## src/rtl/core/box_blur_3x3_rgb_unit_defines.svh

```systemverilog
// Assertion macros used by the box blur top level.
`ifndef BOX_BLUR_3X3_RGB_UNIT_DEFINES_SVH
`define BOX_BLUR_3X3_RGB_UNIT_DEFINES_SVH

`ifndef SYNTHESIS
// Consequent must hold in the same cycle as the antecedent.
`define BB3_ASSERT_SAME(lbl, ante, cons) \
    lbl: assert property (@(posedge clk) disable iff (!rst_n) (ante) |-> (cons)) \
        else $error("box blur check failed");
// Consequent must hold in the cycle after the antecedent.
`define BB3_ASSERT_NEXT(lbl, ante, cons) \
    lbl: assert property (@(posedge clk) disable iff (!rst_n) (ante) |=> (cons)) \
        else $error("box blur check failed");
`else
`define BB3_ASSERT_SAME(lbl, ante, cons)
`define BB3_ASSERT_NEXT(lbl, ante, cons)
`endif

`endif

```

## src/rtl/core/bb3_pkg.sv

```systemverilog
// Types and constants shared by the box blur RTL.
`default_nettype none

package bb3_pkg;

    typedef struct packed {
        logic [7:0] red;
        logic [7:0] green;
        logic [7:0] blue;
    } pixel_t;

    // Which neighbours of the output pixel lie inside the image.
    typedef struct packed {
        logic top;
        logic bottom;
        logic left;
        logic right;
    } nbr_t;

    localparam int unsigned WIDTH_REG_W  = 11;
    localparam int unsigned HEIGHT_REG_W = 16;
    localparam int unsigned CFG_INDEX_W  = 2;
    localparam int unsigned CFG_DATA_W   = 16;

    localparam logic [CFG_INDEX_W-1:0] REG_FRAME_WIDTH  = 2'd0;
    localparam logic [CFG_INDEX_W-1:0] REG_FRAME_HEIGHT = 2'd1;

    localparam logic [WIDTH_REG_W-1:0]  FRAME_WIDTH_RESET  = 11'd640;
    localparam logic [HEIGHT_REG_W-1:0] FRAME_HEIGHT_RESET = 16'd480;

    localparam logic CMD_DRAIN = 1'b1;

    // Nine 8-bit values plus the rounding term fit in 12 bits.
    localparam int unsigned SUM_W       = 12;
    localparam int unsigned RECIP_W     = 21;
    localparam int unsigned RECIP_SHIFT = 20;

    localparam logic [1:0] DIV_ONE   = 2'd0;
    localparam logic [1:0] DIV_THREE = 2'd1;
    localparam logic [1:0] DIV_NINE  = 2'd2;

    // Reciprocals scaled by 2^20, rounded up, exact for 12-bit dividends.
    localparam logic [RECIP_W-1:0] RECIP_ONE   = 21'd1048576;
    localparam logic [RECIP_W-1:0] RECIP_THREE = 21'd349526;
    localparam logic [RECIP_W-1:0] RECIP_NINE  = 21'd116509;

endpackage

`default_nettype wire

```

## src/rtl/core/bb3_average.sv

```systemverilog
// Masked 3x3 sum and rounded division by the neighbour count, two register stages.
`default_nettype none

module bb3_average import bb3_pkg::*; (
    input  logic                 clk,
    input  logic                 load_sum,
    input  logic                 load_out,
    input  pixel_t [2:0][2:0]    win,
    input  nbr_t                 nbr,
    output pixel_t               mean
);

    localparam int unsigned PROD_W = SUM_W + RECIP_W;

    logic [2:0]         row_ok;
    logic [2:0]         col_ok;
    logic [SUM_W-1:0]   sum_r;
    logic [SUM_W-1:0]   sum_g;
    logic [SUM_W-1:0]   sum_b;
    logic [1:0]         rows_n;
    logic [1:0]         cols_n;
    logic [3:0]         count;
    logic [2:0]         half;
    logic [1:0]         sh;
    logic [1:0]         div_next;
    logic [SUM_W-1:0]   x_r_next;
    logic [SUM_W-1:0]   x_g_next;
    logic [SUM_W-1:0]   x_b_next;

    logic [SUM_W-1:0]   x_r_reg;
    logic [SUM_W-1:0]   x_g_reg;
    logic [SUM_W-1:0]   x_b_reg;
    logic [1:0]         div_reg;
    logic [RECIP_W-1:0] recip;
    logic [PROD_W-1:0]  prod_r;
    logic [PROD_W-1:0]  prod_g;
    logic [PROD_W-1:0]  prod_b;
    pixel_t             mean_reg;

    always_comb
    begin
        row_ok = {nbr.bottom, 1'b1, nbr.top};
        col_ok = {nbr.right, 1'b1, nbr.left};
        sum_r  = '0;
        sum_g  = '0;
        sum_b  = '0;
        for (int r = 0; r < 3; r++)
        begin
            for (int c = 0; c < 3; c++)
            begin
                if (row_ok[r] && col_ok[c])
                begin
                    sum_r = sum_r + SUM_W'(win[r][c].red);
                    sum_g = sum_g + SUM_W'(win[r][c].green);
                    sum_b = sum_b + SUM_W'(win[r][c].blue);
                end
            end
        end

        rows_n = 2'd1 + 2'(nbr.top) + 2'(nbr.bottom);
        cols_n = 2'd1 + 2'(nbr.left) + 2'(nbr.right);
        count  = 4'(rows_n) * 4'(cols_n);

        // Rounding half up is floor((sum + floor(n/2)) / n); even counts lose
        // their factors of two to a shift first.
        case (count)
            4'd2:
            begin
                half = 3'd1; sh = 2'd1; div_next = DIV_ONE;
            end
            4'd3:
            begin
                half = 3'd1; sh = 2'd0; div_next = DIV_THREE;
            end
            4'd4:
            begin
                half = 3'd2; sh = 2'd2; div_next = DIV_ONE;
            end
            4'd6:
            begin
                half = 3'd3; sh = 2'd1; div_next = DIV_THREE;
            end
            4'd9:
            begin
                half = 3'd4; sh = 2'd0; div_next = DIV_NINE;
            end
            default:
            begin
                half = 3'd0; sh = 2'd0; div_next = DIV_ONE;
            end
        endcase

        x_r_next = (sum_r + SUM_W'(half)) >> sh;
        x_g_next = (sum_g + SUM_W'(half)) >> sh;
        x_b_next = (sum_b + SUM_W'(half)) >> sh;
    end

    always_ff @(posedge clk)
    begin
        if (load_sum)
        begin
            x_r_reg <= x_r_next;
            x_g_reg <= x_g_next;
            x_b_reg <= x_b_next;
            div_reg <= div_next;
        end
    end

    always_comb
    begin
        case (div_reg)
            DIV_THREE: recip = RECIP_THREE;
            DIV_NINE:  recip = RECIP_NINE;
            default:   recip = RECIP_ONE;
        endcase
        prod_r = PROD_W'(x_r_reg) * PROD_W'(recip);
        prod_g = PROD_W'(x_g_reg) * PROD_W'(recip);
        prod_b = PROD_W'(x_b_reg) * PROD_W'(recip);
    end

    always_ff @(posedge clk)
    begin
        if (load_out)
        begin
            mean_reg.red   <= prod_r[RECIP_SHIFT +: 8];
            mean_reg.green <= prod_g[RECIP_SHIFT +: 8];
            mean_reg.blue  <= prod_b[RECIP_SHIFT +: 8];
        end
    end

    assign mean = mean_reg;

endmodule

`default_nettype wire
```

## config.mk

```make
export PLATFORM = sky130hd
export DESIGN_NAME = bb3_average
export DESIGN_NICKNAME = d
export VERILOG_FILES = /design/src/rtl/core/box_blur_3x3_rgb_unit_defines.svh /design/src/rtl/core/bb3_pkg.sv /design/src/rtl/core/bb3_average.sv
export SDC_FILE = /design/constraint.sdc
export NUM_CORES = 1
export LEC_CHECK = 0
export ABC_AREA = 1
export BUFFER_PORTS_ARGS = -buffer_cell sky130_fd_sc_hd__buf_2
export CAP_MARGIN = 5
export CORE_ASPECT_RATIO = 1.25
export CORE_MARGIN = 2
export CORE_UTILIZATION = 38
export CTS_CLUSTER_DIAMETER = 50
export CTS_CLUSTER_SIZE = 8
export DETAILED_ROUTE_END_ITERATION = 10
export GPL_TIMING_DRIVEN = 0
export PLACE_DENSITY = 0.61
export SLEW_MARGIN = 25
export SYNTH_ARGS = -nofsm -noshare
export SYNTH_HDL_FRONTEND = slang
export SYNTH_SLANG_ARGS = --single-unit
```

## constraint.sdc

```tcl
create_clock -name clk -period 9.1 [get_ports clk]
set_input_delay 0 -clock clk [delete_from_list [all_inputs] [get_ports clk]]
set_output_delay 0 -clock clk [all_outputs]
set_load 0.05 [all_outputs]
```

==> reports/qor.yml, run 1 <==
postLayoutCoreUtil_pct: 43.18
cp_slowest_cell: "ha_2"
regArea_mm2: 0.001862
die_area_mm2: 0.07312
final_common_cell: "inv_1"
crit_required_ns: 9.21
hold_viol: 0
worst-setup-path-type: "in -> reg"
clkTransAtPathRegs_ns: 0.06
grt_max_degree: 39
reg2regPathDepth: 25
min_period_ns: 8.591
cts.htree.levels: 3
root_buffer: "clkbuf_16"
io_pins: 247
hp-class: "in -> reg"
first_pass_iters: 5
seq_area_frac_synth_pct: 6.904
viasPerCell: 4.788
fin_setup_tns_ns: 0
gp_congestion: 0.9331
die_y_um: 301.8
start_kind: "primary input"
post_drt_wl_per_cell_um: 15.71
syn_area_mm2: 0.02697
min_to: "mean[17]"
ys.flop_type: "edfxtp_1"
synth.distinct_cells: 56
status: "finished clean"
syn_inst: 3754
drive_above_1_share_pct: 13.09
finalCritPeriodShare_pct: 94.41
cts_buffers: 9
start_util_pct: 38.24
grt_pass1_wl_mm: 123.2
synth_edf_count: 62
die-width_um: 242.3
fmax_ghz: 0.1164
cp_top_family: "simple AND/OR/NAND/NOR gates"
multi_input_area_mm2: 0.02191
crit_path_end_kind: "register"
crit_path_frequent_cell: "nand2_1"
syn_to_final_growth_pct: 12.91
fp-row-count: 109
dr_total_vias: 23890
fill_cells: 7388
design_area_mm2: 0.03045
layout_common_cells: "887 x inv_1, 766 x nand2_1, 424 x ha_1, 306 x fa_1, 250 x buf_2"
port_buffers: 243
async_flop_share_pct: 0
cts_tree: "done"
largest_reg_flops: 24
critical_path_buf_inv_count: 11
grt_pass1_vias: 23950
antenna_left: 0
r2r-end: "mean[15]"
arrival_ns: 8.70
clock_path_buffers: 2
dpl_cell_area_mm2: 0.02936
tightest_slew_ns: 0.8082
ys_ff_latch: 62
timing.slew.headroom_pct: 46.12
max_stage_delay_ns: 0.43
setup_violations: 0
place_inst: 4940
r2r-start: "div_reg[1]"
coreArea_mm2: 0.07051
worst_hold_path.num_cells: 1
layout.nets: 5006
cts_sinks: 62
hpwl_mm: 71.44
wl_mm: 78.39
cp_max_fo: 8
post_synth.cell_area_avg_um2: 7.183
skew_ns: 0.009426
slew_violations: 0
min_from: "load_out"
maxCapViolations: 0
rsz0062_at_grt: "true"
synthesis.nets: 4725
synth-warning-count: 0
antenna_found_initial: 37
grt_usage_pct: 21.47
drc_errors: 0
drtIter0Drc: 940
r2r_slack_ns: 1.71
clkLatencyLatePin_ns: 0.36
fin_cells: 4988
grt-ovfl-total: 0
==> cell type report <==
class / count / area share (%)
buffer: 64 / 1.097
tap: 943 / 3.875
inverter: 905 / 11.17
timing repair buffer: 271 / 4.685
clock inverter: 6 / 0.3082
sequential: 62 / 6.115
antenna: 5 / 0.04109
multi-input combinational: 2722 / 71.96
clock buffer: 10 / 0.7520
==> stage by stage <==
step	hold slack, ns	setup WS [ns]
4_1_cts	0.1865	0.001172
3_5_place_dp	0.5399	-1.538
3_3_place_gp	0.5428	-1.435
5_1_grt	0.2075	-0.1047
2_1_floorplan	0.1125	0.2491
6_report	0.1732	0.5086
==> cells by family (layout without fill, tap and decap cells) <==
kind of cell / Yosys count / in the layout / share of synthesized area [%]
buf+inv: 970 / 1256 / 13.61
other cells: 0 / 5 / 0
xor+xnor: 135 / 135 / 4.385
flops: 62 / 62 / 6.904
mux: 6 / 6 / 0.2227
simple gates: 1307 / 1307 / 20.84
compound gates: 526 / 526 / 10.72
fa+ha+maj: 748 / 748 / 43.31
==> how the worst max path moves through the flow <==
stage,from,endpoint,cells past startpoint,slack [ns]
after floorplan,nbr[3],x_r_reg[8],45,0.25
after global placement,nbr[3],x_b_reg[9],46,-1.44
after global routing,nbr[1],x_b_reg[8],61,-0.10
final,nbr[1],x_b_reg[8],64,0.51
after detailed placement,nbr[3],x_b_reg[9],46,-1.54
after CTS,nbr[1],x_b_reg[9],48,0.001
==> synthesized netlist by cell type (all sizes together), types with 4 or more instances <==
cell,number,share of area [%]
a211oi,8,0.22
a21o,14,0.39
a21oi,209,3.9
a31oi,30,0.70
and2,4,0.093
buf,25,0.46
clkbuf,40,0.56
clkinv,6,0.084
edfxtp,62,6.9
fa,309,23
ha,439,20
inv,899,13
mux2i,6,0.22
nand2,826,12
nand3,160,3.3
nand3b,17,0.56
nand4,20,0.51
nor2,243,3.5
nor3,11,0.22
o211ai,4,0.13
o21a,12,0.33
o21ai,216,4.1
o21bai,11,0.31
o22ai,9,0.23
o31ai,5,0.14
or2,21,0.49
xnor2,45,1.5
xor2,90,2.9
==> worst register-to-register path, cell delays in order (launching register included) <==
cell and delay [ns]:
edfxtp_1 0.39, ha_1 0.29, clkbuf_1 0.32, clkbuf_1 0.52, buf_1 0.56, nor2_1 0.25
fa_1 0.54, fa_1 0.46, fa_1 0.52, fa_1 0.57, fa_1 0.44, ha_1 0.30
nand2_1 0.07, o31ai_1 0.59, nand2_1 0.11, nand2_1 0.09, nand4_1 0.07, nand2_1 0.09
nand2_1 0.06, nand2_1 0.05, a31oi_1 0.10, o21ai_0 0.29, nand3_1 0.16, nor2_1 0.11
nor2_1 0.05, xor2_1 0.14
==> repair_timing <==
item / in CTS / in global routing
resized for setup: 30 / 143
pin swaps: 2 / 38
buffers inserted: 8 / 20
cloned: 0 / 0
endpoints found under the setup margin: 36 / 32
hold buffers: 0 / 0
==> routing by layer <==
metal | GRT usage, % | wire length (um)
met1 | 22.59 | 30190
met2 | 41.29 | 40250
met3 | 4.800 | 4140
met4 | 8.348 | 3435
met5 | 0 | 368
Power of run 1 is left out: the tool's default activity adds up to more than one toggle a clock period on the data nets, which glitch-free logic cannot reach.
==> run 2: changes to the inputs <==
Settings changed: REMOVE_ABC_BUFFERS set to 1.
==> run 2 against run 1 <==
  * Highest routed layer unchanged
  * Critical path type unchanged
  * Count of clock-buffer cells in the layout down 1
  * Clock skew up 0.0010 ns
  * Flip-flop and latch count unchanged
  * Via count down 3.0%
  * Hold slack better by 0.023 ns
  * Critical path depth down 1
  * Maximum frequency up 0.13%
  * Sequential share of layout area up 0.10 points
==> reports/qor.yml, run 2 (same netlist as run 1, synthesis figures left out) <==
status: "finished clean"
grt_max_degree: 61  # +56%
final_common_cell: "inv_1"
antenna_found_initial: 33  # -11%
max_stage_delay_ns: 0.40  # -0.03 ns
layout.nets: 4937  # -1.4%
crit_path_frequent_cell: "nand2_1"
cts.htree.levels: 3  # unchanged
dr_total_vias: 23160  # -3.0%
port_buffers: 246  # +1.2%
layout_common_cells: "887 x inv_1, 764 x nand2_1, 432 x ha_1, 307 x fa_1, 243 x buf_2"
drc_errors: 0  # unchanged
clock_path_buffers: 2  # unchanged
first_pass_iters: 5  # unchanged
drive_above_1_share_pct: 11.74  # -1.4 points
skew_ns: 0.01043  # +0.001005 ns
die-width_um: 242.3  # unchanged
viasPerCell: 4.702  # -1.8%
clkLatencyLatePin_ns: 0.36  # about the same
tightest_slew_ns: 0.9285  # +0.1203 ns
finalCritPeriodShare_pct: 94.29  # -0.12 points
grt_usage_pct: 19.22  # -2.2 points
die_y_um: 301.8  # unchanged
io_pins: 247  # unchanged
start_util_pct: 38.24  # unchanged
start_kind: "primary input"
clkTransAtPathRegs_ns: 0.06  # about the same
min_period_ns: 8.580  # -0.01090 ns
postLayoutCoreUtil_pct: 42.49  # -0.70 points
antenna_left: 0  # unchanged
cp_slowest_cell: "ha_1"
drtIter0Drc: 678  # -28%
coreArea_mm2: 0.07051  # unchanged
cts_sinks: 62  # unchanged
crit_path_end_kind: "register"
cp_max_fo: 29  # +21
maxCapViolations: 0  # unchanged
fp-row-count: 109  # unchanged
ctsHoldBuffers: 0  # unchanged
largest_reg_flops: 24  # unchanged
gp_congestion: 0.9181  # -1.6%
cts_tree: "done"
grt-ovfl-total: 0  # unchanged
hp-class: "in -> reg"
worst-setup-path-type: "in -> reg"
crit_required_ns: 9.20  # about the same
hold_viol: 0  # unchanged
arrival_ns: 8.68  # -0.02 ns
grt_pass1_vias: 23420  # -2.2%
wl_mm: 70.34  # -10%
slew_violations: 0  # unchanged
cts_buffers: 9  # unchanged
syn_to_final_growth_pct: 11.09
fill_cells: 7396  # +0.11%
r2r_slack_ns: 2.52  # +0.81 ns
root_buffer: "clkbuf_16"
die_area_mm2: 0.07312  # unchanged
fmax_ghz: 0.1165  # +0.13%
post_drt_wl_per_cell_um: 14.28  # -9.1%
timing.slew.headroom_pct: 37.72  # -8.4 points
grt_pass1_wl_mm: 113.7  # -7.7%
hpwl_mm: 63.16  # -12%
setup_violations: 0  # unchanged
==> run 2: cell types whose count changed in the layout (fill, tap and decap cells not counted), moves of 5 or more <==
cell	delta
buf_1	-12
buf_2	-7
buf_4	-16
clkbuf_1	-36
diode_2	+8
ha_1	+8
ha_4	-5
nor2_1	+7
o21ai_0	+10
o21ai_2	-11
==> run 2: repair_timing <==
item / in CTS / in global routing
gates resized for setup: 12 / 85
pin swaps: 0 / 26
buffers inserted: 0 / 14
hold endpoints to repair: 0 / 0
setup endpoints to repair: 36 / 32
gates cloned: 0 / 2
==> run 2: metrics by stage <==
step                      cells  worst slack (ns)  hold WS (ns)  instance area [um2]  setup TNS [ns]
after floorplan            3689            0.5536        0.1125                26690               0
after global placement     4878            -1.657        0.5396                29100          -42.80
after detailed placement   4882            -1.741        0.5434                29230          -44.40
after CTS                  4897           0.03229        0.2207                29550               0
after global routing       4918           -0.1312        0.2489                29940         -0.5890
final                      4926            0.5195        0.1957                29960               0
==> run 2: final cells by class <==
cell class,count,area [um2],area share (%)
Timing Repair Buffer,264,1471,4.912
Clock inverter,6,63.81,0.2130
Sequential cell,62,1862,6.215
Clock buffer,9,225.2,0.7518
Tap cell,943,1180,3.939
Multi-Input combinational cell,2724,21720,72.50
Antenna cell,13,32.53,0.1086
Inverter,905,3405,11.36
==> run 2: path summary, 6_finish.rpt <==
kind,start,endpoint,depth (start not counted)
worst min register to register,x_r_reg[7],mean[23],6
worst max-delay path,nbr[3],x_b_reg[8],63
worst min-delay path,load_out,mean[18],1
worst max register to register,div_reg[1],mean[7],24
==> run 2: critical path, delay by kind of cell <==
kind / cells / cell delay, ns
AOI/OAI and AO/OA: 13 / 1.79
xor gates and xnor gates: 2 / 0.44
adders and majority gates: 8 / 2.37
buffers and inverters: 10 / 0.81
and+or+nand+nor: 30 / 3.27
==> run 2: layer usage <==
layer	GRT usage (%)	part of all wire (%)
met1	21.27	41
met4	4.409	2.3
met3	4.019	4.8
met2	37.32	52
met5	0	0.35
Power of run 2 is left out for the same reason.
==> run 3: changes to the inputs <==
Clock period 9.1 ns to 7.5 ns, I/O delays scaled along.
==> run 3 against run 2 <==
  * The run now ends with negative setup slack left
  * Count of clock-buffer cells in the layout did not move
  * Final cell count rose by 3.9%
  * First-iteration DRC count is 1.6% higher
  * Critical path depth decreased by 6
  * Non-clock buffer count rose by 194
  * Critical endpoint unchanged
  * Largest cell class unchanged
==> reports/qor.yml, run 3 (same netlist as run 1, synthesis figures left out) <==
status: "finished, violations left"
violations: "negative setup slack"
tightest_slew_ns: 1.006  # +0.07788 ns
worst_hold_path.num_cells: 1  # unchanged
arrival_ns: 8.16  # -0.52 ns
dr_total_vias: 24440  # +5.5%
crit_path_frequent_cell: "ha_4"
antenna_found_initial: 34  # +3.0%
fin_cells: 5120  # +3.9%
largest_reg_flops: 24  # unchanged
fp-row-count: 109  # unchanged
clkTransAtPathRegs_ns: 0.06  # about the same
r2r_slack_ns: 0.92  # -1.60 ns
rsz0062_at_grt: "true"
first_pass_iters: 5  # unchanged
clkLatencyLatePin_ns: 0.36  # about the same
root_buffer: "clkbuf_16"
setup_violations: 33  # +33
slew_violations: 0  # unchanged
place_inst: 4882  # unchanged
grt_max_degree: 61  # unchanged
grt_pass1_wl_mm: 119.3  # +4.9%
reg2regPathDepth: 24  # unchanged
cts.htree.levels: 3  # unchanged
port_buffers: 246  # unchanged
gr-usage-met2_pct: 39.46  # +2.1 points
min_from: "load_out"
final_common_cell: "inv_1"
layout_common_cells: "846 x inv_1, 711 x nand2_1, 372 x ha_1, 298 x fa_1, 243 x buf_2"
io_pins: 247  # unchanged
drc_errors: 0  # unchanged
r2r-end: "mean[7]"
die-width_um: 242.3  # unchanged
cp_max_fo: 5  # -83%
cts_tree: "done"
grt_pass1_vias: 24590  # +5.0%
grt.busiest_layer: "met2"
hold_viol: 0  # unchanged
grt-ovfl-total: 0  # unchanged
drive_above_1_share_pct: 24.60  # +13 points
viasPerCell: 4.773  # +1.5%
grtUsageMet3_pct: 4.090  # +0.071 points
start_util_pct: 38.24  # unchanged
fmax_ghz: 0.1241
cts_sinks: 62  # unchanged
hpwl_mm: 63.16  # unchanged
grt_usage_pct: 20.16  # +0.94 points
antenna_left: 0  # unchanged
syn_to_final_growth_pct: 24.58
worst-setup-path-type: "in -> reg"
hp-class: "in -> reg"
min_to: "mean[18]"
post_drt_wl_per_cell_um: 14.79  # +3.6%
min_period_ns: 8.060
max_stage_delay_ns: 0.55  # +0.15 ns
cts_buffers: 9  # unchanged
finalCritPeriodShare_pct: 107.5
grtUsageMet1_pct: 21.78  # +0.52 points
skew_ns: 0.01011  # -0.0003166 ns
maxCapViolations: 0  # unchanged
fill_cells: 7028  # -5.0%
start_kind: "primary input"
crit_required_ns: 7.60  # -1.60 ns
r2r-start: "div_reg[1]"
coreArea_mm2: 0.07051  # unchanged
postLayoutCoreUtil_pct: 47.64  # +5.2 points
die_y_um: 301.8  # unchanged
crit_path_end_kind: "register"
gp_congestion: 0.9181  # unchanged
drtIter0Drc: 689  # +1.6%
timing.slew.headroom_pct: 32.50  # -5.2 points
wl_mm: 75.74  # +7.7%
die_area_mm2: 0.07312  # unchanged
setup_ws_ns: -0.5596  # -1.079 ns
cp_slowest_cell: "fa_2"
clock_path_buffers: 2  # unchanged
layout.nets: 5130  # +3.9%
run 3: worst max path at each step:
| stage | start | end | slack (ns) | cells after the start |
|---|---|---|---|---|
| finish | nbr[3] | x_b_reg[8] | -0.56 | 57 |
| global route | nbr[3] | x_b_reg[8] | -1.0 | 57 |
| CTS | nbr[3] | x_b_reg[8] | -0.43 | 61 |
| detailed placement | nbr[3] | x_b_reg[9] | -3.34 | 43 |
| global placement | nbr[3] | x_b_reg[9] | -3.26 | 43 |
| floorplan | nbr[1] | x_r_reg[8] | -1.05 | 42 |
run 3: layout make-up:
type	count	area [um2]	area share [%]
diodes	14	35.03	0.1043
clock buffers	9	225.2	0.6704
clock inverters	6	63.81	0.1900
inverters	905	3410	10.15
multi-input cells	2723	23780	70.80
flip-flops and latches	62	1862	5.542
well taps	943	1180	3.512
repair buffers	458	3035	9.036
run 3: timing repair:
action | 4_1_cts | 5_1_grt
buffers inserted | 127 | 80
gates cloned | 2 | 0
pin swaps | 163 | 178
setup endpoints to repair | 36 | 36
resized for setup | 315 | 290
hold buffers | 0 | 0
run 3: critical path: cells and delay by family:
family	cells	cell delay, ns
simple gates	25	2.55
xor+xnor	4	0.68
compound gates	9	1.36
buf+inv	10	0.93
fa+ha+maj	9	2.62
run 3: per-stage QoR:
stage | area (um2) | setup WS [ns] | hold slack, ns | TNS (ns)
after detailed placement | 29230 | -3.341 | 0.5434 | -102.00
after CTS | 31640 | -0.4253 | 0.2207 | -8.326
after global placement | 29100 | -3.257 | 0.5396 | -100.77
after floorplan | 26690 | -1.046 | 0.1125 | -27.26
after global routing | 33580 | -0.9997 | 0.2489 | -26.67
final | 33590 | -0.5596 | 0.1951 | -11.15
run 3: layer usage:
layer / part of all wire [%] / vias up
li1: - / 12520
met1: 39 / 11310
met2: 53 / 417
met3: 4.7 / 153
met4: 2.7 / 38
met5: 0.34 / -
Power of run 3 is left out for the same reason.
